[config.mk]
export PLATFORM = sky130hd
export DESIGN_NAME = pal_cell
export DESIGN_NICKNAME = d
export VERILOG_FILES = /design/src/rtl/core/pal_pkg.sv /design/src/rtl/core/pal_cell.sv
export SDC_FILE = /design/constraint.sdc
export NUM_CORES = 1
export LEC_CHECK = 0
export BUFFER_PORTS_ARGS = -buffer_cell sky130_fd_sc_hd__buf_2
export CAP_MARGIN = 30
export CORE_UTILIZATION = 41
export CTS_CLUSTER_DIAMETER = 80
export DETAILED_ROUTE_END_ITERATION = 8
export GPL_TIMING_DRIVEN = 0
export HOLD_SLACK_MARGIN = 0.12
export PLACE_DENSITY_LB_ADDON = 0.05
export SLEW_MARGIN = 25
export SYNTH_ARGS = -nofsm -noshare
export SYNTH_HDL_FRONTEND = slang
export SYNTH_SLANG_ARGS = --single-unit
[constraint.sdc]
create_clock -name clk_i -period 5.29 [get_ports clk_i]
set_input_delay 1.058 -clock clk_i [delete_from_list [all_inputs] [get_ports clk_i]]
set_output_delay 1.058 -clock clk_i [all_outputs]
set_load 0.03 [all_outputs]
[src/rtl/core/pal_pkg.sv]
// shared types and constants of the positional array list
`timescale 1ns / 1ps
package pal_pkg;

  // operation codes of an input item
  typedef enum logic [1:0] {
    OP_INSERT   = 2'd0,
    OP_LOCATE   = 2'd1,
    OP_RETRIEVE = 2'd2,
    OP_DELETE   = 2'd3
  } op_e;

  // result status codes
  typedef enum logic [1:0] {
    ST_DONE    = 2'd0,
    ST_FULL    = 2'd1,
    ST_BAD_POS = 2'd2
  } status_e;

  // operation that every cell carries out
  typedef enum logic [2:0] {
    CELL_HOLD,
    CELL_INSERT,
    CELL_DELETE,
    CELL_LOCATE,
    CELL_PICK
  } cell_op_e;

  // top level sequencer states
  typedef enum logic {
    FSM_IDLE,
    FSM_SCAN
  } fsm_state_e;

  // scanner handshake from the top level
  typedef struct packed {
    logic start;
    logic ack;
  } scan_ctrl_t;

  // cells examined per scan cycle, and the bit index width within a group
  localparam int unsigned GROUP_W    = 16;
  localparam int unsigned GROUP_BITS = 4;

endpackage

[src/rtl/core/pal_cell.sv]
// one list cell: holds one entry and its select flag
`timescale 1ns / 1ps
module pal_cell #(
  parameter int unsigned IDX = 0,
  parameter int unsigned DW  = 32,
  parameter int unsigned PW  = 10
) (
  input  logic              clk_i,
  input  pal_pkg::cell_op_e op_i,
  input  logic [PW-1:0]     pos_i,
  input  logic [PW-1:0]     len_i,
  input  logic [DW-1:0]     value_i,
  input  logic [DW-1:0]     left_i,
  input  logic [DW-1:0]     right_i,
  output logic [DW-1:0]     data_o,
  output logic              sel_o
);
  import pal_pkg::*;

  localparam logic [PW-1:0] IDX_P  = PW'(IDX);
  localparam logic [PW-1:0] IDX_P1 = PW'(IDX + 1);

  logic [DW-1:0] data_q, data_d;
  logic          sel_q, sel_d;

  always_comb begin
    data_d = data_q;
    sel_d  = sel_q;
    unique case (op_i)
      CELL_INSERT: begin
        if (IDX_P == pos_i) begin
          data_d = value_i;
        end else if (IDX_P > pos_i && IDX_P <= len_i) begin
          data_d = left_i;
        end
      end
      CELL_DELETE: begin
        if (IDX_P >= pos_i && IDX_P1 < len_i) begin
          data_d = right_i;
        end
      end
      CELL_LOCATE: sel_d = (IDX_P < len_i) && (data_q == value_i);
      CELL_PICK:   sel_d = (IDX_P == pos_i);
      default: ;
    endcase
  end

  always_ff @(posedge clk_i) begin
    data_q <= data_d;
    sel_q  <= sel_d;
  end

  assign data_o = data_q;
  assign sel_o  = sel_q;

endmodule

==> reports/qor.csv, run 1 <==
metric;value;unit
detailroute.via_count;2089;
io_buffer_count;152;
cts.htree.levels;2;
postCtsSetupBuffers;0;
crit_required;5280;ps
drc;0;
wl_met3;450;µm
route.antenna.remaining_nets;0;
layout-drive-gt1-share;46.7;%
met1_length;2590;µm
grt_overflow;0;
cts_made_buffers;5;
start_util;43.5;%
irDropWorstVdd;0.129;mV
syn_avg_cell_area;10.5;µm²
cts.clk_slew.worst_paths;70;ps
die_h;73.5;µm
routed_wl;6040;µm
yosys.area.top_type;edfxtp_1;
dp_hpwl;4870;µm
rsz0062_at_grt;false;
final_common_cell;buf_2;
dr.pass1.iters;4;
routed.top_layer;met4;
vias_per_cell;4.87;
layout.nets;481;
rr_worst_depth;5;
worst_pin_slew;578;ps
hold_depth;4;
critPathCaptureType;flip-flop;
synth_fp_nets;319;
cts_tree;built;
synthTopCellsByArea;edfxtp_1, mux2i_1, xnor2_1;
setup_tns;0;ps
synthToLayoutAreaGrowth;46.5;%
globalplace.congestion;0.762;
power.leakage;1.47;nW
drt_iter0_drc;66;
maxCapViolCount;0;
antenna_found_initial;0;
post-place-cells;421;
grt_max_degree;14;
start_kind;input pin;
grt_first_pass_wirelength;9300;µm
period_minus_slack;2560;ps
critPathKind;input pin to flip-flop;
cts.repair.resized;0;
slew-limit-headroom;61.3;%
num_rows;25;
syn-cell-area;0.00210;mm²
yosysWarningCount;0;
clockBufferDepth;2;
die_w;73.5;µm
grt_use_total;23.1;%
grt_pass1_vias;2064;
ys_ff_latch;33;
coreArea;0.00482;mm²
wl_per_cell;14.1;µm
final-setup-viol-count;0;
post-place-ws;2420;ps
power_density;184;mW/mm²
layout_worst_path_cycle_share;48.3;%
min_path_type;flip-flop to flip-flop;
finalHoldViolations;0;
maxSlewViolCount;0;
root_buffer;clkbuf_8;
n_antenna_cell;0;
ctsHoldBuffers;0;
status;finished clean;
synth_cell_types;21;
syn_inst;199;
finalNonFillerCells;429;
fmaxAchievable;0.391;GHz
setup_slack;2730;ps
ioPinCount;153;
num-fill-cells;450;
cp_max_fo;13;
multiInputGateArea;0.00108;mm²
wl_met2;2910;µm
cts.sinks;33;
ys_seq_area_share;47.3;%
fin_skew;4.44;ps
cp_data_arrival_time;2550;ps
seq_area;991;µm²
fp.dieArea;0.00540;mm²
insertion_delay;280;ps
synth.top_cell.area_share;47.3;%
final_cell_mix;buf_2, nand2_1, o21ai_0, edfxtp_1, mux2i_1;
-- worst paths after layout --
check / start / end / slack [ps]
worst max-delay path: pos_i[5] / data_o[1] / 2730
worst min-delay path: data_o[1] / sel_o / 850
worst max register to register: data_o[27] / sel_o / 3450
worst min register to register: data_o[1] / sel_o / 850
-- flip-flops by register name (all words and copies together) (netlist names) --
name,count
sel_o,1
data_o,32
-- layer usage --
layer | GRT usage, % | up-vias
li1 | - | 1047
met1 | 29.6 | 934
met3 | 4.80 | 11
met2 | 39.1 | 97
met4 | 6.62 | 0
met5 | 0 | -
-- cell type report --
| cell class | instances | area share [%] |
|---|---|---|
| flip-flops and latches | 33 | 32.2 |
| clock buffers | 5 | 2.24 |
| clock inverters | 3 | 0.407 |
| repair buffers | 155 | 26.0 |
| plain buffers | 10 | 1.38 |
| well taps | 67 | 2.73 |
| multi-input cells | 156 | 35.0 |
-- critical path: stages --
cell and delay [ps]:
buf_2 100, nor4_1 260, nand3_1 100, buf_2 200
buf_2 250, a211oi_4 190, buf_6 210, buf_8 180
-- through the flow --
stage	area (µm²)	hold slack, ps	utilization [%]	total power [mW]
global route	3070	905	63.8	0.594
finish	3070	847	63.8	0.566
floorplan	2100	982	-	0.331
detailed placement	2990	844	62.1	0.390
global placement	2940	832	61.1	0.387
CTS	3070	849	63.8	0.571
-- kinds of logic (layout without fill, tap and decap cells) --
| kind of cell | after synthesis | in the layout | share of synthesized area, % |
|---|---|---|---|
| and+or+nand+nor | 56 | 56 | 12.8 |
| AOI/OAI and AO/OA | 36 | 36 | 9.25 |
| DFF | 33 | 33 | 47.3 |
| xor gates and xnor gates | 32 | 32 | 13.4 |
| muxes | 32 | 32 | 15.3 |
| buffers and inverters | 10 | 173 | 2.03 |
-- power by group --
part	internal [mW]	switching, mW	total, mW
clock network	0.0886	0.0940	0.183
registers	0.290	0.000172	0.290
logic	0.0515	0.0421	0.0935
-- cell usage after synthesis --
cell type,number
nand2b_1,1
nand3_1,3
nand2_1,34
nor4_1,4
buf_2,4
o21ai_0,33
nor2_1,3
nor3_1,1
clkbuf_1,6
nor4_2,1
nand4_1,5
xnor2_1,23
mux2i_1,32
edfxtp_1,33
nand3b_1,1
o2111ai_1,1
nor3b_2,1
xor2_1,9
a211oi_1,1
o22ai_2,1
or4_1,2
Power figures use the tool's default switching activity.
==> run 2, diff against run 1 <==
--- a/config.mk
+++ b/config.mk
@@ -7,7 +7,7 @@
 export LEC_CHECK = 0
 export BUFFER_PORTS_ARGS = -buffer_cell sky130_fd_sc_hd__buf_2
 export CAP_MARGIN = 30
-export CORE_UTILIZATION = 41
+export CORE_UTILIZATION = 37
 export CTS_CLUSTER_DIAMETER = 80
 export DETAILED_ROUTE_END_ITERATION = 8
 export GPL_TIMING_DRIVEN = 0
==> constraint.sdc (replaced) <==
create_clock -name clk_i -period 2.3 [get_ports clk_i]
set_input_delay 0.46 -clock clk_i [delete_from_list [all_inputs] [get_ports clk_i]]
set_output_delay 0.46 -clock clk_i [all_outputs]
set_load 0.03 [all_outputs]
==> run 2 against run 1 <==
  * Combinational power increased by 140%
  * Core utilization fell by 7.1 points
  * Final cell count is 0.93% higher
  * Largest cell class unchanged
  * Critical endpoint is now data_o[0]
  * Wire length is 4.2% higher
  * Die area grew 11%
  * Global-route usage is 1.9 points lower
  * First-iteration DRC count is 50% higher
  * Setup slack got worse by 2400 ps
  * Sequential share of layout area shrank 0.31 points
==> reports/qor.csv, run 2 (synthesized netlist as in run 1, its figures left out) <==
metric;value;unit;change
ctsHoldBuffers;0;;unchanged
detailroute.via_count;2112;;+1.1%
crit_required;2280;ps;-3000 ps
io_buffer_count;152;;unchanged
layout.nets;480;;-0.21%
cts.repair.resized;0;;unchanged
setup_tns;0;ps;unchanged
net-switching-power;0.308;mW;+130%
final_common_cell;buf_2;;
cts.sinks;33;;unchanged
rr_worst_depth;5;;unchanged
finalHoldViolations;0;;unchanged
drt_iter0_drc;99;;+50%
cts_made_buffers;5;;unchanged
power;1.30;mW;+130%
layout_worst_path_cycle_share;87.0;%;
period_minus_slack;2000;ps;
dp_hpwl;4950;µm;+1.6%
irDropWorstVdd;0.234;mV;+81%
crit_slowest_cell;a211oi_4;;
die_h;77.3;µm;+5.1%
worst_pin_slew;596;ps;+18.1 ps
largest_reg_flops;32;;unchanged
layout-drive-gt1-share;47.4;%;+0.68 points
drc;0;;unchanged
n_antenna_cell;0;;unchanged
start_util;38.3;%;-5.2 points
num_rows;27;;+8.0%
p_seq_share;51.2;%;about the same
grt_first_pass_wirelength;9620;µm;+3.4%
setup_slack;300;ps;-2430 ps
fmaxAchievable;0.500;GHz;
grt_overflow;0;;unchanged
insertion_delay;280;ps;about the same
clockBufferDepth;2;;unchanged
antenna_found_initial;0;;unchanged
die_w;77.3;µm;+5.1%
cts.htree.levels;2;;unchanged
hp-start;right_i[27];;
hold_depth;3;;-1
switching_share;23.6;%;-0.46 points
grt_max_degree;15;;+1
post-place-ws;12.6;ps;-2410 ps
final_cell_mix;buf_2, nand2_1, o21ai_0, edfxtp_1, mux2i_1;;
ioPinCount;153;;unchanged
critPathKind;input pin to flip-flop;;
vias_per_cell;4.88;;+0.17%
slew-limit-headroom;60.3;%;-1.0 points
grt_pass1_vias;2062;;-0.097%
fp.dieArea;0.00597;mm²;+11%
grt_use_total;21.2;%;-1.9 points
critPathTopFamily;buffers and inverters;;
route.antenna.remaining_nets;0;;unchanged
root_buffer;clkbuf_8;;
start_kind;input pin;;
num-fill-cells;552;;+23%
combPwrFrac;16.9;%;+0.4 points
wl_per_cell;14.5;µm;+3.2%
cp_max_fo;14;;+1
coreArea;0.00547;mm²;+14%
globalplace.congestion;0.751;;-1.5%
rsz0062_at_grt;false;;
fin_skew;2.75;ps;-1.70 ps
maxSlewViolCount;0;;unchanged
power.leakage;1.48;nW;+0.43%
cts_tree;built;;
status;finished clean;;
final-setup-viol-count;0;;unchanged
rrSetupSlack;360;ps;-3090 ps
cp_data_arrival_time;1980;ps;-570 ps
p_int;0.996;mW;+130%
critPathCaptureType;flip-flop;;
cpMostUsedCell;buf_6;;
synthToLayoutAreaGrowth;48.0;%;
dr.pass1.iters;4;;unchanged
routed_wl;6290;µm;+4.2%
min_path_type;input pin to flip-flop;;
postCtsSetupBuffers;0;;unchanged
r2r-end;sel_o;;
crit_buf_inv;4;;-1
rr_startpoint;data_o[6];;
hold-path-endpoint;data_o[27];;
power_density;420;mW/mm²;+130%
worstPathCellList;buf_2 > nor4_4 > nand3_1 > buf_6 > buf_8 > a211oi_4 > buf_6;;
maxCapViolCount;0;;unchanged
slowest_delay;450;ps;+190 ps
cts.clk_slew.worst_paths;70;ps;about the same
p_clk_share;31.9;%;-0.4 points
run 2: cell types whose count changed in the layout (fill, tap and decap cells not counted):
cell	before	now
clkinv_1	2	0
nor4_2	1	2
nor4_1	4	2
clkbuf_1	6	7
nor4_4	0	1
clkinv_2	1	2
buf_6	2	3
buf_2	156	154
run 2: tightest hold or removal path: stages:
cell and delay (ps):
buf_2 70, nand2_1 30, o21ai_0 50
run 2: how the worst max path moves through the flow:
stage	from	cells after the start	slack, ps	endpoint
3_3_place_gp	pos_i[1]	6	-710	data_o[15]
2_1_floorplan	pos_i[1]	5	-130	data_o[0]
6_report	pos_i[1]	7	300	data_o[0]
3_5_place_dp	pos_i[1]	7	10	data_o[16]
5_1_grt	data_o[6]	5	170	sel_o
4_1_cts	pos_i[1]	7	300	data_o[0]
run 2: power by group through the flow:
| stage | clock network [mW] | registers [mW] | logic [mW] |
|---|---|---|---|
| after floorplan | 0 | 0.683 | 0.0794 |
| after global placement | 0 | 0.680 | 0.217 |
| after detailed placement | 0 | 0.680 | 0.222 |
| after CTS | 0.432 | 0.667 | 0.222 |
| after global routing | 0.453 | 0.667 | 0.247 |
| final | 0.416 | 0.667 | 0.221 |
run 2: area by class of cell:
cell class	instances	area, µm²	share of cell area (%)
buffer	10	58.8	1.90
clock buffer	6	72.6	2.34
clock inverter	2	10.0	0.323
multi-input combinational	156	1100	35.4
sequential	33	991	31.9
tap	72	90.1	2.90
timing repair buffer	154	783	25.2
run 2: layer usage:
metal	up-vias	wire, µm	GRT usage, %
met2	97	3050	36.6
li1	1045	-	-
met3	7	423	4.17
met5	-	0	0
met4	0	62	7.36
met1	963	2750	26.0
run 2: per-stage QoR:
step / hold slack (ps) / std cells / cell area (µm²) / utilization, %
after floorplan: 647 / 199 / 2150 / -
after global placement: 731 / 423 / 3000 / 54.8
after detailed placement: 741 / 425 / 3020 / 55.2
after CTS: 446 / 433 / 3100 / 56.7
after global routing: 461 / 433 / 3100 / 56.7
final: 452 / 433 / 3100 / 56.7
==> run 3, diff against run 2 <==
--- a/config.mk
+++ b/config.mk
@@ -10,7 +10,6 @@
 export CORE_UTILIZATION = 37
 export CTS_CLUSTER_DIAMETER = 80
 export DETAILED_ROUTE_END_ITERATION = 8
-export GPL_TIMING_DRIVEN = 0
 export HOLD_SLACK_MARGIN = 0.12
 export PLACE_DENSITY_LB_ADDON = 0.05
 export SLEW_MARGIN = 25
==> run 3 against run 2 <==
  * Critical path depth shrank 2
  * Critical endpoint is now sel_o
  * Highest routed layer unchanged
  * Global-route usage down 1.9 points
  * Sequential power is essentially flat
  * Flip-flop and latch count stayed put
==> reports/qor.csv, run 3 (synthesized netlist as in run 1, its figures left out) <==
metric;value;unit;change
status;finished clean;;
period_minus_slack;1860;ps;-143 ps
vias_per_cell;4.67;;-4.2%
wl_per_cell;13.2;µm;-8.9%
power_density;417;mW/mm²;-0.79%
layout-drive-gt1-share;47.9;%;+0.51 points
cp_data_arrival_time;1980;ps;about the same
power.leakage;1.46;nW;-0.94%
grt_first_pass_wirelength;8810;µm;-8.4%
final_common_cell;buf_2;;
irDropWorstVdd;0.228;mV;-2.7%
drc;0;;unchanged
final-setup-viol-count;0;;unchanged
dp_hpwl;4410;µm;-11%
rrSetupSlack;440;ps;+80 ps
grt_max_degree;37;;+22
io_buffer_count;152;;unchanged
rr_worst_depth;5;;unchanged
start_kind;flip-flop;;
cts.htree.levels;2;;unchanged
ctsHoldBuffers;0;;unchanged
detailroute.via_count;1985;;-6.0%
crit_required;2430;ps;+150 ps
grt_pass1_vias;1862;;-9.7%
worstPathCellList;xor2_1 > nor4_1 > nand4_1 > or4_1 > o22ai_2;;
cts_made_buffers;5;;unchanged
num_rows;27;;unchanged
critPathCaptureType;flip-flop;;
fin_util;56.2;%;-0.48 points
routed_wl;5630;µm;-11%
clockBufferDepth;2;;unchanged
ioPinCount;153;;unchanged
cts.clk_slew.worst_paths;60;ps;about the same
hp-start;right_i[20];;
die_h;77.3;µm;unchanged
min_path_type;input pin to flip-flop;;
slowest_delay;450;ps;about the same
n_antenna_cell;0;;unchanged
largest_reg_flops;32;;unchanged
hold_depth;3;;unchanged
post-place-cells;418;;-1.6%
critPathKind;flip-flop to flip-flop;;
fmaxAchievable;0.538;GHz;+7.7%
cts_tree;built;;
insertion_delay;280;ps;about the same
route.antenna.remaining_nets;0;;unchanged
final_cell_mix;buf_2, nand2_1, o21ai_0, edfxtp_1, mux2i_1;;
dr.pass1.iters;4;;unchanged
synthToLayoutAreaGrowth;46.7;%;
maxSlewViolCount;0;;unchanged
finalHoldViolations;0;;unchanged
cp_max_fo;2;;-12
drt_iter0_drc;95;;-4.0%
worst_pin_slew;468;ps;-128 ps
layout_worst_path_cycle_share;80.7;%;-6.2 points
postCtsSetupBuffers;0;;unchanged
root_buffer;clkbuf_8;;
crit_slowest_cell;nor4_1;;
rsz0062_at_grt;false;;
fp.dieArea;0.00597;mm²;unchanged
r2r-end;sel_o;;
grt_overflow;0;;unchanged
finalNonFillerCells;425;;-1.8%
cts.sinks;33;;unchanged
layout.nets;473;;-1.5%
hold-path-endpoint;data_o[20];;
coreArea;0.00547;mm²;unchanged
antenna_found_initial;0;;unchanged
start_util;38.3;%;unchanged
maxCapViolCount;0;;unchanged
grt_use_total;19.2;%;-1.9 points
die_w;77.3;µm;unchanged
slew-limit-headroom;68.5;%;+8.2 points
power;1.28;mW;-1.6%
rr_startpoint;data_o[6];;
cts.repair.resized;0;;unchanged
fin_skew;3.62;ps;+0.871 ps
globalplace.congestion;0.830;;+11%
==> run 3: power breakdown <==
| part | internal [mW] | leakage, nW | switching (mW) |
|---|---|---|---|
| logic | 0.120 | 1.13 | 0.0961 |
| registers | 0.667 | 0.291 | 0.000294 |
| clock network | 0.204 | 0.0387 | 0.195 |
| total | 0.991 | 1.46 | 0.291 |
==> run 3: final cells by class <==
| cell class | instances | area, µm² |
|---|---|---|
| Clock buffer | 6 | 72.6 |
| Clock inverter | 1 | 3.75 |
| Fill cell | 526 | 2400 |
| Multi-Input combinational cell | 156 | 1110 |
| Sequential cell | 33 | 991 |
| Tap cell | 72 | 90.1 |
| Timing Repair Buffer | 157 | 811 |
==> run 3: metal layers <==
layer | global-route usage [%] | wire (µm) | vias to the layer above
li1 | - | - | 1034
met1 | 24.1 | 2450 | 857
met2 | 32.4 | 2690 | 90
met3 | 5.24 | 446 | 4
met4 | 4.91 | 43 | 0
met5 | 0 | 0 | -
==> run 3: worst max-delay path: cells and delay by family, from the launching register on <==
family | cells | cell delay [ps]
and+or+nand+nor | 3 | 1000
DFF | 1 | 420
AOI/OAI and AO/OA | 1 | 120
xor gates and xnor gates | 1 | 160
==> run 3: worst max path at each step <==
stage / from / to / slack, ps / cells past startpoint
after floorplan: pos_i[1] / data_o[0] / -130 / 5
after global placement: value_i[16] / sel_o / 270 / 6
after detailed placement: value_i[16] / sel_o / 220 / 6
after CTS: data_o[6] / sel_o / 380 / 5
after global routing: data_o[6] / sel_o / 260 / 5
final: data_o[6] / sel_o / 440 / 5
==> run 3: stage by stage <==
step | cell area (µm²) | TNS [ps] | setup slack (ps) | hold slack (ps)
finish | 3080 | 0 | 443 | 459
global route | 3080 | 0 | 264 | 447
CTS | 3080 | 0 | 378 | 445
detailed placement | 3000 | 0 | 222 | 740
global placement | 3000 | 0 | 269 | 730
floorplan | 2150 | -4050 | -127 | 647
